### config.mk
export PLATFORM = sky130hd
export DESIGN_NAME = motor_enable_sequencer_core
export DESIGN_NICKNAME = d
export VERILOG_FILES = /design/src/design/mes_pkg.sv /design/src/design/mes_step_unit.sv /design/src/design/motor_enable_sequencer_core.sv
export SDC_FILE = /design/constraint.sdc
export NUM_CORES = 1
export LEC_CHECK = 0
export BUFFER_PORTS_ARGS = -buffer_cell sky130_fd_sc_hd__buf_2
export CORE_UTILIZATION = 51
export CTS_CLUSTER_DIAMETER = 100
export DETAILED_ROUTE_END_ITERATION = 16
export GPL_ROUTABILITY_DRIVEN = 0
export PLACE_DENSITY = 0.75
export SYNTH_ARGS = -nofsm -noshare
export SYNTH_HDL_FRONTEND = slang
export SYNTH_HIERARCHICAL = 1
export SYNTH_SLANG_ARGS = --single-unit
### constraint.sdc
create_clock -name clock -period 2.3 [get_ports clock]
set_input_delay 0 -clock clock [delete_from_list [all_inputs] [get_ports clock]]
set_output_delay 0 -clock clock [all_outputs]
set_load 0.005 [all_outputs]
### src/design/mes_pkg.sv
// ----------------------------------------------------------------------------
// Motor enable sequencer package
// Shared widths, command codes and the types passed between the modules.
// ----------------------------------------------------------------------------
`default_nettype none

package mes_pkg;

   // Field widths
   localparam int MASK_WIDTH          = 12;
   localparam int MODE_WIDTH          = 8;
   localparam int MOTOR_NUM_WIDTH     = 4;
   localparam int VALUE_WIDTH         = 4;
   localparam int MOTOR_COUNT_DEFAULT = 12;

   // Control modes
   localparam logic [MODE_WIDTH-1:0] MODE_IMPEDANCE = 8'd0;
   localparam logic [MODE_WIDTH-1:0] MODE_POSITION  = 8'd1;

   // Parameter values
   localparam logic [VALUE_WIDTH-1:0] VAL_NONE          = 4'd0;
   localparam logic [VALUE_WIDTH-1:0] VAL_RUN_IMPEDANCE = 4'd0;
   localparam logic [VALUE_WIDTH-1:0] VAL_RUN_POSITION  = 4'd5;
   localparam logic [VALUE_WIDTH-1:0] VAL_SPEED_LIMIT   = 4'd15;

   typedef enum logic [1:0] {
      KIND_ENABLE     = 2'd0,
      KIND_STOP       = 2'd1,
      KIND_STOP_CLEAR = 2'd2,
      KIND_PARAM      = 2'd3
   } cmd_kind_type;

   typedef enum logic {
      SEL_RUN_MODE    = 1'b0,
      SEL_SPEED_LIMIT = 1'b1
   } param_sel_type;

   // Position within one motor's command sequence
   typedef enum logic [1:0] {
      STEP_CLEAR  = 2'd0,
      STEP_MODE   = 2'd1,
      STEP_ENABLE = 2'd2,
      STEP_LIMIT  = 2'd3
   } step_type;

   // Sequencer view of the current motor, into the step unit
   typedef struct packed {
      logic                       turn_on;
      logic                       turn_off;
      logic                       clear;
      logic                       higher_change;
      logic [MODE_WIDTH-1:0]      mode;
      step_type                   step;
      logic [MOTOR_NUM_WIDTH-1:0] motor;
   } step_in_type;

   // Command produced by the step unit
   typedef struct packed {
      logic                       emit;
      logic                       motor_done;
      logic                       last;
      logic [MOTOR_NUM_WIDTH-1:0] motor;
      cmd_kind_type               kind;
      param_sel_type              sel;
      logic [VALUE_WIDTH-1:0]     value;
   } cmd_type;

endpackage

`default_nettype wire

### src/design/mes_step_unit.sv
// ----------------------------------------------------------------------------
// Motor enable sequencer step unit
// Decodes one sequence step of one motor into a command and the next move.
// ----------------------------------------------------------------------------
`default_nettype none

module mes_step_unit
   import mes_pkg::*;
(
   input  step_in_type step_in,
   output cmd_type     cmd_out
);

   logic mode_imp;
   logic mode_pos;

   assign mode_imp = (step_in.mode == MODE_IMPEDANCE);
   assign mode_pos = (step_in.mode == MODE_POSITION);

   // Build the command for this step
   always_comb begin
      cmd_out            = '0;
      cmd_out.motor      = step_in.motor;
      cmd_out.kind       = KIND_ENABLE;
      cmd_out.sel        = SEL_RUN_MODE;
      cmd_out.value      = VAL_NONE;
      case (step_in.step)
         STEP_CLEAR: begin
            if (step_in.turn_on) begin
               cmd_out.emit = step_in.clear;
               cmd_out.kind = KIND_STOP_CLEAR;
            end else if (step_in.turn_off) begin
               cmd_out.emit       = 1'b1;
               cmd_out.kind       = KIND_STOP;
               cmd_out.motor_done = 1'b1;
            end else begin
               cmd_out.motor_done = 1'b1;
            end
         end
         STEP_MODE: begin
            cmd_out.emit  = mode_imp || mode_pos;
            cmd_out.kind  = KIND_PARAM;
            cmd_out.sel   = SEL_RUN_MODE;
            cmd_out.value = mode_pos ? VAL_RUN_POSITION : VAL_RUN_IMPEDANCE;
         end
         STEP_ENABLE: begin
            cmd_out.emit       = 1'b1;
            cmd_out.kind       = KIND_ENABLE;
            cmd_out.motor_done = !mode_pos;
         end
         STEP_LIMIT: begin
            cmd_out.emit       = mode_pos;
            cmd_out.kind       = KIND_PARAM;
            cmd_out.sel        = SEL_SPEED_LIMIT;
            cmd_out.value      = VAL_SPEED_LIMIT;
            cmd_out.motor_done = 1'b1;
         end
         default: begin
            cmd_out.motor_done = 1'b1;
         end
      endcase
      // Final command of the message: last of this motor, nothing above
      cmd_out.last = cmd_out.emit && cmd_out.motor_done && !step_in.higher_change;
   end

endmodule

`default_nettype wire

### src/design/motor_enable_sequencer_core.sv
// The first command of a message is loaded into the output register once
// the scan reaches it and the output is free; the scan starts the cycle
// after the request is accepted. Throughput: one step per cycle while the
// output is not stalled, over min(MOTOR_COUNT,12) motors; an unchanged or
// stopped motor takes one step, an enabled motor three or four; req_tready
// is low while the scan runs. Reset: synchronous, clears mask, mode, sequencer.
// ----------------------------------------------------------------------------
// Motor enable sequencer core
// Scans the motors in order and emits the enable and stop command runs.
// ----------------------------------------------------------------------------
`default_nettype none

module motor_enable_sequencer_core
   import mes_pkg::*;
#(
   parameter int MOTOR_COUNT = MOTOR_COUNT_DEFAULT
)(
   input  wire logic        clock,
   input  wire logic        reset,
   input  wire logic        req_tvalid,
   output logic             req_tready,
   // [11:0] want_enable_mask, [23:12] fault_clear_mask, [31:24] control_mode
   input  wire logic [31:0] req_tdata,
   output logic             rsp_tvalid,
   input  wire logic        rsp_tready,
   // [3:0] motor_number, [7:4] parameter_value
   output logic [7:0]       rsp_tdata,
   // [1:0] command_kind, [2] parameter_select
   output logic [2:0]       rsp_tuser,
   // last_of_run
   output logic             rsp_tlast
);

   localparam int SCAN_COUNT = (MOTOR_COUNT < MASK_WIDTH) ? MOTOR_COUNT : MASK_WIDTH;
   localparam int IDX_W      = (SCAN_COUNT > 1) ? $clog2(SCAN_COUNT) : 1;

   typedef enum logic [1:0] {
      ST_IDLE = 2'b01,
      ST_SCAN = 2'b10
   } state_type;

   logic [MASK_WIDTH-1:0] req_want;
   logic [MASK_WIDTH-1:0] req_clear;
   logic [MODE_WIDTH-1:0] req_mode;

   state_type             state_ff,        state_in;
   logic [MASK_WIDTH-1:0] enabled_mask_ff, enabled_mask_in;
   logic [MODE_WIDTH-1:0] current_mode_ff, current_mode_in;
   logic [SCAN_COUNT-1:0] on_mask_ff,      on_mask_in;
   logic [SCAN_COUNT-1:0] off_mask_ff,     off_mask_in;
   logic [SCAN_COUNT-1:0] clear_mask_ff,   clear_mask_in;
   logic [IDX_W-1:0]      idx_ff,          idx_in;
   step_type              step_ff,         step_in;
   logic                  rsp_valid_ff,    rsp_valid_in;
   cmd_type               rsp_cmd_ff,      rsp_cmd_in;

   logic                  accept;
   logic                  out_free;
   logic                  advance;
   logic                  higher_change;
   step_in_type           unit_in;
   cmd_type               unit_cmd;

   assign req_want  = req_tdata[11:0];
   assign req_clear = req_tdata[23:12];
   assign req_mode  = req_tdata[31:24];

   assign req_tready = (state_ff == ST_IDLE);
   assign accept     = req_tvalid && req_tready;
   assign out_free   = !rsp_valid_ff || rsp_tready;

   // Look for any change at a motor above the current one
   always_comb begin
      higher_change = 1'b0;
      for (int j = 0; j < SCAN_COUNT; j++) begin
         if ((j > int'(idx_ff)) && (on_mask_ff[j] || off_mask_ff[j])) begin
            higher_change = 1'b1;
         end
      end
   end

   // Feed the shared step unit
   always_comb begin
      unit_in               = '0;
      unit_in.turn_on       = on_mask_ff[idx_ff];
      unit_in.turn_off      = off_mask_ff[idx_ff];
      unit_in.clear         = clear_mask_ff[idx_ff];
      unit_in.higher_change = higher_change;
      unit_in.mode          = current_mode_ff;
      unit_in.step          = step_ff;
      unit_in.motor         = MOTOR_NUM_WIDTH'(idx_ff) + MOTOR_NUM_WIDTH'(1);
   end

   mes_step_unit u_step_unit (
      .step_in (unit_in),
      .cmd_out (unit_cmd)
   );

   assign advance = (state_ff == ST_SCAN) && (!unit_cmd.emit || out_free);

   // Sequencer: accept a request, then walk motors and steps
   always_comb begin
      state_in        = state_ff;
      enabled_mask_in = enabled_mask_ff;
      current_mode_in = current_mode_ff;
      on_mask_in      = on_mask_ff;
      off_mask_in     = off_mask_ff;
      clear_mask_in   = clear_mask_ff;
      idx_in          = idx_ff;
      step_in         = step_ff;
      case (state_ff)
         ST_IDLE: begin
            if (accept) begin
               on_mask_in      = req_want[SCAN_COUNT-1:0] & ~enabled_mask_ff[SCAN_COUNT-1:0];
               off_mask_in     = ~req_want[SCAN_COUNT-1:0] & enabled_mask_ff[SCAN_COUNT-1:0];
               clear_mask_in   = req_clear[SCAN_COUNT-1:0];
               enabled_mask_in = req_want;
               current_mode_in = req_mode;
               idx_in          = '0;
               step_in         = STEP_CLEAR;
               state_in        = ST_SCAN;
            end
         end
         ST_SCAN: begin
            if (advance) begin
               if (unit_cmd.motor_done) begin
                  step_in = STEP_CLEAR;
                  if (idx_ff == IDX_W'(SCAN_COUNT - 1)) begin
                     state_in = ST_IDLE;
                  end else begin
                     idx_in = idx_ff + IDX_W'(1);
                  end
               end else begin
                  step_in = step_type'(step_ff + 2'd1);
               end
            end
         end
         default: begin
            state_in = ST_IDLE;
         end
      endcase
   end

   // Output register: load a new command, drop a taken one
   always_comb begin
      rsp_valid_in = rsp_valid_ff;
      rsp_cmd_in   = rsp_cmd_ff;
      if (advance && unit_cmd.emit) begin
         rsp_valid_in = 1'b1;
         rsp_cmd_in   = unit_cmd;
      end else if (rsp_tready) begin
         rsp_valid_in = 1'b0;
      end
   end

   always_ff @(posedge clock) begin
      if (reset) begin
         state_ff        <= ST_IDLE;
         enabled_mask_ff <= '0;
         current_mode_ff <= MODE_IMPEDANCE;
         idx_ff          <= '0;
         step_ff         <= STEP_CLEAR;
         rsp_valid_ff    <= 1'b0;
      end else begin
         state_ff        <= state_in;
         enabled_mask_ff <= enabled_mask_in;
         current_mode_ff <= current_mode_in;
         idx_ff          <= idx_in;
         step_ff         <= step_in;
         rsp_valid_ff    <= rsp_valid_in;
      end
   end

   // Payload registers
   always_ff @(posedge clock) begin
      on_mask_ff    <= on_mask_in;
      off_mask_ff   <= off_mask_in;
      clear_mask_ff <= clear_mask_in;
      rsp_cmd_ff    <= rsp_cmd_in;
   end

   assign rsp_tvalid = rsp_valid_ff;
   assign rsp_tdata  = {rsp_cmd_ff.value, rsp_cmd_ff.motor};
   assign rsp_tuser  = {rsp_cmd_ff.sel, rsp_cmd_ff.kind};
   assign rsp_tlast  = rsp_cmd_ff.last;

endmodule

`default_nettype wire

# [Word level (Yosys, flattened, before mapping)]
# Cells that the tools add are included.
[word_totals] register_bits=77 input_bits=36
[classes] addsub=2 order_cmp=12 eq_ne=12 mux=43 n_bitwise=4 n_reduce_logical=43
[ops] op="12-bit bitwise AND" n=2
[ops] op="12-bit NOT" n=2
[ops] op="1-bit two-way mux" n=20
[ops] op="3-bit by 4-bit greater-than comparator with 1-bit output, first input constant" n=4
[ops] op="4-bit greater-than comparator, first input constant" n=4
[ops] op="1-bit logical AND" n=16
[ops] op="2-bit two-way mux" n=8
[ops] op="4-bit two-way mux" n=4
[ops] op="1-bit logical OR" n=14
[ops] op="1-bit binary-select mux with 4-bit select" n=3
[ops] op="5-bit case mux with 2 select lines" n=1
[ops] op="8-bit by 1-bit equality test with 1-bit output, second input constant" n=1
[ops] op="2-bit by 4-bit greater-than comparator with 1-bit output, first input constant" n=2
[ops] op="8-bit logical NOT" n=1
[ops] op="2-bit case mux with 2 select lines" n=2
[ops] op="4-bit case mux with 2 select lines" n=1
[ops] op="2-bit equality test, second input constant" n=3
[ops] op="2-bit != test, second input constant" n=3
[ops] op="2-bit case mux with 3 select lines" n=1
[ops] op="4-bit by 5-bit less-than comparator with 1-bit output, second input constant" n=1
[ops] op="5-bit AND reduction" n=1
[ops] op="4-bit by 1-bit adder with 4-bit output, second input constant" n=1
[ops] op="2-bit by 1-bit equality test with 1-bit output, second input constant" n=2
[ops] op="4-bit equality test, second input constant" n=1
[ops] op="other kinds (13)" n=18

# [Longest topological paths before layout]
# Gate-level depths: netlist (run 1).
[logic_depth] depth_word=15 depth_mapped=13 depth_no_buf=11

# [Modules after synthesis]
# Netlist (run 1), hierarchy kept.
[by_module_without_submodules] mod="motor_enable_sequencer_core" n_inst=1 cells_per_inst=263 area_each_um2=3236.9 seq_area_each_um2=2021.9
[by_module_without_submodules] mod="mes_step_unit" n_inst=1 cells_per_inst=27 area_each_um2=186.4 seq_area_each_um2=0.0

# [Worst setup path before layout (run 1)]
# Ideal clock, no wire load.
[synth_path] path_type="reg-to-reg" startpoint="register idx_ff[0]" endpoint="register idx_ff[3]" setup_time_ps=133 arrival_time_ps=2370 required_time_ps=2167 path_slack_ps=-203 path_stages_with_launch=14 n_path_buf=2 synth_period_minus_slack_ps=2503 cell_sequence="dfxtp_1 -> buf_6 -> buf_8 -> mux4_2 -> mux2i_1 -> o21ai_1 -> mux2i_1 -> nand2_1 -> nand3_1 -> inv_1 -> and3b_1 -> nor3_2 -> a2bb2oi_1 -> a211oi_1"
[synth_lines] item="start, declared" line="motor_enable_sequencer_core.sv:52" source="logic [IDX_W-1:0] idx_ff, idx_in;"
[synth_lines] item="start signal, assigned" line="motor_enable_sequencer_core.sv:168" source="idx_ff <= idx_in;"

==> results of run 1 <==
## worst paths after layout
path	from	to	depth (start not counted)
min	rsp_tready	rsp_tvalid	3
min reg2reg	current_mode_ff[7]	current_mode_ff[7]	2
max reg2reg	idx_ff[0]	idx_ff[0]	10
max	idx_ff[0]	idx_ff[0]	10
## final cells by class
class | instances | area [sq um] | share of cell area [%]
well taps | 77 | 96.3 | 2.13
multi-input cells | 188 | 1300 | 28.8
clock buffers | 9 | 124 | 2.74
clock inverters | 7 | 90.1 | 2.00
flip-flops and latches | 77 | 2030 | 44.9
repair buffers | 114 | 853 | 18.9
inverters | 7 | 26.3 | 0.582
## power breakdown
group / internal (mW) / switching [mW] / leakage, nW / total [mW]
logic: 0.177 / 0.148 / 0.962 / 0.325
clock network: 0.604 / 0.480 / 0.105 / 1.08
registers: 1.55 / 0.0385 / 0.692 / 1.59
total: 2.33 / 0.667 / 1.76 / 3.00
## logic make-up after synthesis
family | synth area share, %
xor+xnor | 0.512
flops | 59.1
fa+ha+maj | 1.46
compound gates | 8.99
mux | 8.44
buf+inv | 4.53
simple gates | 17.0
## layer usage
| metal | part of all wire (%) | global-route usage (%) | routed length, microns |
|---|---|---|---|
| met4 | 2.2 | 9.09 | 150 |
| met1 | 43 | 25.1 | 2870 |
| met5 | 0 | 0 | 0 |
| met3 | 4.9 | 6.23 | 328 |
| met2 | 50 | 36.1 | 3400 |
## synthesized netlist by cell type (4+ instances only)
library cell and count:
nor2_1 12, clkbuf_1 4, nand2_1 47, nor3_1 6
mux2i_1 6, o21ai_0 6, ha_1 4, nand3_1 4
edfxtp_1 48, nor2b_1 27, a21oi_1 25, buf_4 9
nand2b_1 4, inv_1 5, dfxtp_1 29, buf_2 4
mux4_1 7
## registers in the layout, summed over array words and instances, names as in the netlist
register,cells
state_ff,2
idx_ff,4
on_mask_ff,12
off_mask_ff,12
rsp_tvalid,1
rsp_tuser,3
clear_mask_ff,12
rsp_tlast,1
current_mode_ff,8
enabled_mask_ff,12
step_ff,2
rsp_tdata,8
## through the flow
stage          setup TNS [ns]  total power, mW
6_report                -2.60             3.00
5_1_grt                 -4.70             3.12
4_1_cts                 -1.14             3.00
3_5_place_dp            -5.77             1.87
3_3_place_gp            -4.53             1.86
2_1_floorplan          -0.642             1.76
## worst reg2reg max path: cells and delay by family, from the launching register on
family | cells | cell delay (ns)
AOI/OAI and AO/OA | 1 | 0.10
buffers and inverters | 1 | 0.11
DFF | 1 | 0.38
muxes | 3 | 0.91
and+or+nand+nor | 5 | 0.94
## layout by cell type, fill, tap and decap left out, drive strengths merged, types with 9 or more instances in the layout
master	instances
mux4	9
dlygate4sd3	32
nor2b	27
nor2	12
o21ai	10
edfxtp	48
buf	82
clkbuf	9
nand2	47
dfxtp	29
a21oi	25
## what timing repair did
action                     CTS  global route
hold endpoints to repair    53             0
setup endpoints to repair   21            21
buffers inserted            11             4
gates cloned                 1             0
resized for setup           14             6
pin swaps                    6             6
hold buffers                32             0
==> out/results.tsv, run 1 <==
metric	value	unit
Mean Syn Cell Area	11.8	sq um
Post-Syn Nets	330	
drt via density	5.30	
Async S/R FF share, synth	0	%
hpwl dp	4360	microns
peak supply drop	0.502	mV
Die H	83.9	microns
dominant cells by area after synthesis	edfxtp_1, dfxtp_1, mux4_1	
status	complete, but fails checks	
Die X-Extent	83.9	microns
EDFF count, synth	48	
fin. max-slew vios	0	
Core Region	0.00642	sq mm
placed cell area	0.00382	sq mm
largest net degree at the start of global routing	44	
fin area	0.00452	sq mm
sequential area share after synthesis	59.1	%
CP Max Fanout	5	
IO Pins	50	
Main synth FF type	edfxtp_1	
vias in the first global route	2521	
failing checks	DRC, setup timing	
endpoint class of the critical path	register	
f_max	389	MHz
Rel. slew slack	60.8	%
required time worst endpoint	2.52	ns
largest area contributor in the netlist	edfxtp_1	
critical path's slowest cell	mux4_2	
first-pass GRT wire length	11500	microns
IO Port Bufs	49	
crit path time final	2.57	ns
Clock Path Buffers	2	
CP delay by family, top	simple AND/OR/NAND/NOR gates	
worst setup margin	-0.270	ns
Initial DRC Count	171	
Finished Layout Cells	479	
antenna violations before repair	0	
Final ANT Viol Nets	0	
final WL	6750	microns
Inst Count DP	416	
most used cell, CP	mux2i_1	
setup slack, reg-to-reg	-0.27	ns
final core occ	70.3	%
Critical path buffers and inverters	1	
Critical Path AT	2.79	ns
Syn Std Cell Area	0.00342	sq mm
Clock transition at path regs	0.08	ns
CP Launch Type	register	
gr usage total	21.2	%
Ant. Diodes	0	
FF+latch count, synth	77	
Area Overhead vs Synth	31.9	%
Mapped Cells	290	
Lkg Pwr	1.76	nW
CTS tree	built	
Die ar.	0.00704	sq mm
Synth top area share	42.1	%
WHS	0.0286	ns
pre-CTS WS	-0.392	ns
worst slew pin tran	0.586	ns
Power Density	664	mW/mm^2
post-synthesis cell type count	47	
skew final	0.00767	ns
TritonCTS buffer count	9	
final worst-path cycle share	112	%
critical path type	register to register	
Fin. Hold Viols	0	
via count	2538	
layout cells sized above 1	31.1	%
Worst path max stage delay	0.50	ns
Congestion Overflow GR	0	
Ys Warns	6	
Rows	29	
DRC errors left	8	
Clock Latency Late Sink	0.35	ns
final setup fails	21	
fill cell count	451	
number of max-cap violations	0	
RSZ-0062 raised after global routing	true	
crit path cell chain	buf_6 -> mux4_2 -> mux2i_1 -> o21ai_2 -> or3_4 -> nand2_2 -> nand3b_1 -> nor3_4 -> mux2i_1 -> nor2_1	
wire per inst	14.1	microns
root buf cell	clkbuf_8	
Initial Utilization	53.3	%
DRT Pass-1 Iters	10	
CTS H-tree lvls	3	
Worst Hold Class	input pin to register	
# clock sinks	77	
fin nets	437	
(Power assumes the default switching activity.)
==> run 2: changes to the inputs <==
- clock period: 2.3 -> 2.35 ns (I/O delays scaled with it)
==> run 2 against run 1 <==
  * The flow still finishes with violations (DRC, setup timing)
  * Combinational power fell by 5%
  * Utilization fell by 0.76 points
  * Clock power barely moved
  * Setup slack improved by 0.028 ns
  * Via count rose by 0.28%
  * Final area fell by 1.1%
  * Sequential power barely moved
  * Clock-buffer cell count rose by 3
  * Critical path type unchanged
  * Critical endpoint is now idx_ff[3]
  * Largest power group unchanged
==> out/results.tsv, run 2 (synthesis gave the netlist of run 1 again) <==
metric	value	unit	change
first-pass GRT wire length	11700	microns	+1.7%
f_max	386	MHz	-0.83%
Clock Power Share	36.4	%	+0.2 points
setup slack, reg-to-reg	-0.24	ns	+0.03 ns
hpwl dp	4500	microns	+3.3%
Clock Path Buffers	2		unchanged
Worst Hold Class	input pin to register		
fin. max-slew vios	0		unchanged
critical path type	register to register		
CP Launch Type	register		
failing checks	DRC, setup timing		
WHS	0.0632	ns	+0.0345 ns
root buf cell	clkbuf_8		
drt via density	5.40		+2.0%
multi-input logic area	0.00131	sq mm	+0.38%
Congestion Overflow GR	0		unchanged
fill cell count	444		-1.6%
Psw	0.624	mW	-6.3%
status	complete, but fails checks		
Die X-Extent	83.9	microns	unchanged
layout cells sized above 1	29.4	%	-1.7 points
vias in the first global route	2542		+0.83%
via count	2545		+0.28%
Clock transition at path regs	0.07	ns	about the same
Initial Utilization	53.3	%	unchanged
Power Density	657	mW/mm^2	-1.1%
Ant. Diodes	0		unchanged
final setup fails	15		-29%
Area Overhead vs Synth	30.5	%	
required time worst endpoint	2.55	ns	+0.03 ns
Rel. slew slack	60.7	%	-0.14 points
Sw Share	21.3	%	-0.95 points
Core Region	0.00642	sq mm	unchanged
final WL	7050	microns	+4.3%
number of max-cap violations	0		unchanged
IO Pins	50		unchanged
# clock sinks	77		unchanged
gr usage total	21.8	%	+0.56 points
worst slew pin tran	0.589	ns	+0.00336 ns
Clock Latency Late Sink	0.34	ns	about the same
crit path cell chain	buf_6 -> mux4_2 -> mux2i_1 -> o21ai_1 -> mux2i_1 -> nand2_1 -> nand3_2 -> inv_2 -> and3b_2 -> nor3_4 -> a2bb2oi_1 -> a211oi_1		
Final ANT Viol Nets	0		unchanged
wire per inst	15.0	microns	+6.1%
total chip power	2.93	mW	-2.2%
IO Port Bufs	49		unchanged
Initial DRC Count	202		+18%
Comb power frac	10.5	%	-0.3 points
Die H	83.9	microns	unchanged
critical path's slowest cell	mux4_2		
Fin. Hold Viols	0		unchanged
Die ar.	0.00704	sq mm	unchanged
skew final	0.00698	ns	-0.000688 ns
peak supply drop	0.452	mV	-10%
Worst path max stage delay	0.51	ns	about the same
CP Max Fanout	6		+1
endpoint class of the critical path	register		
FF/Latch Area	0.00203	sq mm	unchanged
largest net degree at the start of global routing	43		-2.3%
Critical Path AT	2.79	ns	about the same
fin nets	429		-1.8%
DRC errors left	8		unchanged
Internal	2.31	mW	-0.98%
Rows	29		unchanged
RSZ-0062 raised after global routing	true		
antenna violations before repair	0		unchanged
CTS H-tree lvls	3		unchanged
CTS tree	built		
Lkg Pwr	1.72	nW	-2.4%
sequential share of power	53.1	%	about the same
DRT Pass-1 Iters	10		unchanged
TritonCTS buffer count	9		unchanged
worst setup margin	-0.242	ns	+0.0285 ns
most used cell, CP	mux2i_1		
crit path time final	2.59	ns	+0.0215 ns
final worst-path cycle share	110	%	-1.5 points
most frequent cells in the layout	buf_2, edfxtp_1, nand2_1		
commonest non-fill, non-tap cell in the layout	buf_2		
-- run 2: cell type report --
type | instances | area share (%)
Sequential cell | 77 | 45.4
Timing Repair Buffer | 106 | 17.8
Clock buffer | 12 | 3.25
Inverter | 7 | 0.588
Tap cell | 77 | 2.16
Multi-Input combinational cell | 188 | 29.2
Clock inverter | 4 | 1.60
-- run 2: per-layer routing --
layer	vias up	wire, microns	track usage, %
met5	-	0	0
li1	1239	-	-
met1	1196	2780	24.5
met3	11	466	5.54
met4	0	95	10.5
met2	99	3710	38.5
-- run 2: power groups by stage --
| stage | combinational [mW] | sequential (mW) | clock (mW) |
|---|---|---|---|
| finish | 0.308 | 1.56 | 1.07 |
| global route | 0.341 | 1.57 | 1.13 |
| CTS | 0.296 | 1.56 | 1.09 |
| detailed placement | 0.235 | 1.59 | 0 |
| global placement | 0.229 | 1.58 | 0 |
| floorplan | 0.151 | 1.57 | 0 |
-- run 2: path summary, 6_finish.rpt --
kind,startpoint,end,depth (start not counted)
max,idx_ff[0],idx_ff[3],12
max reg2reg,idx_ff[0],idx_ff[3],12
min reg2reg,current_mode_ff[5],current_mode_ff[5],2
min,rsp_tready,rsp_tvalid,3
-- run 2: timing repair --
item / in CTS / in global routing
gates resized for setup: 15 / 9
gates cloned: 1 / 0
setup buffers: 8 / 2
endpoints found under the hold margin: 54 / 0
hold buffers: 32 / 0
pin swaps: 6 / 4
setup endpoints to repair: 21 / 21
-- run 2: through the flow --
step	util (%)	std cells	area [sq um]	setup WS [ns]	TNS (ns)
2_1_floorplan	-	290	3440	-0.131	-0.392
3_3_place_gp	59.0	412	3790	-0.273	-3.73
3_5_place_dp	59.0	412	3790	-0.385	-5.23
4_1_cts	68.9	469	4430	-0.197	-0.932
5_1_grt	69.6	471	4470	-0.376	-3.91
6_report	69.6	471	4470	-0.242	-1.49
-- run 2: worst max-delay path, delay by kind of cell (launching register included) --
kind                   cells  cell delay, ns
AOI/OAI and AO/OA          3            0.36
and+or+nand+nor            4            0.69
DFF                        1            0.40
muxes                      3            0.80
buffers and inverters      2            0.20
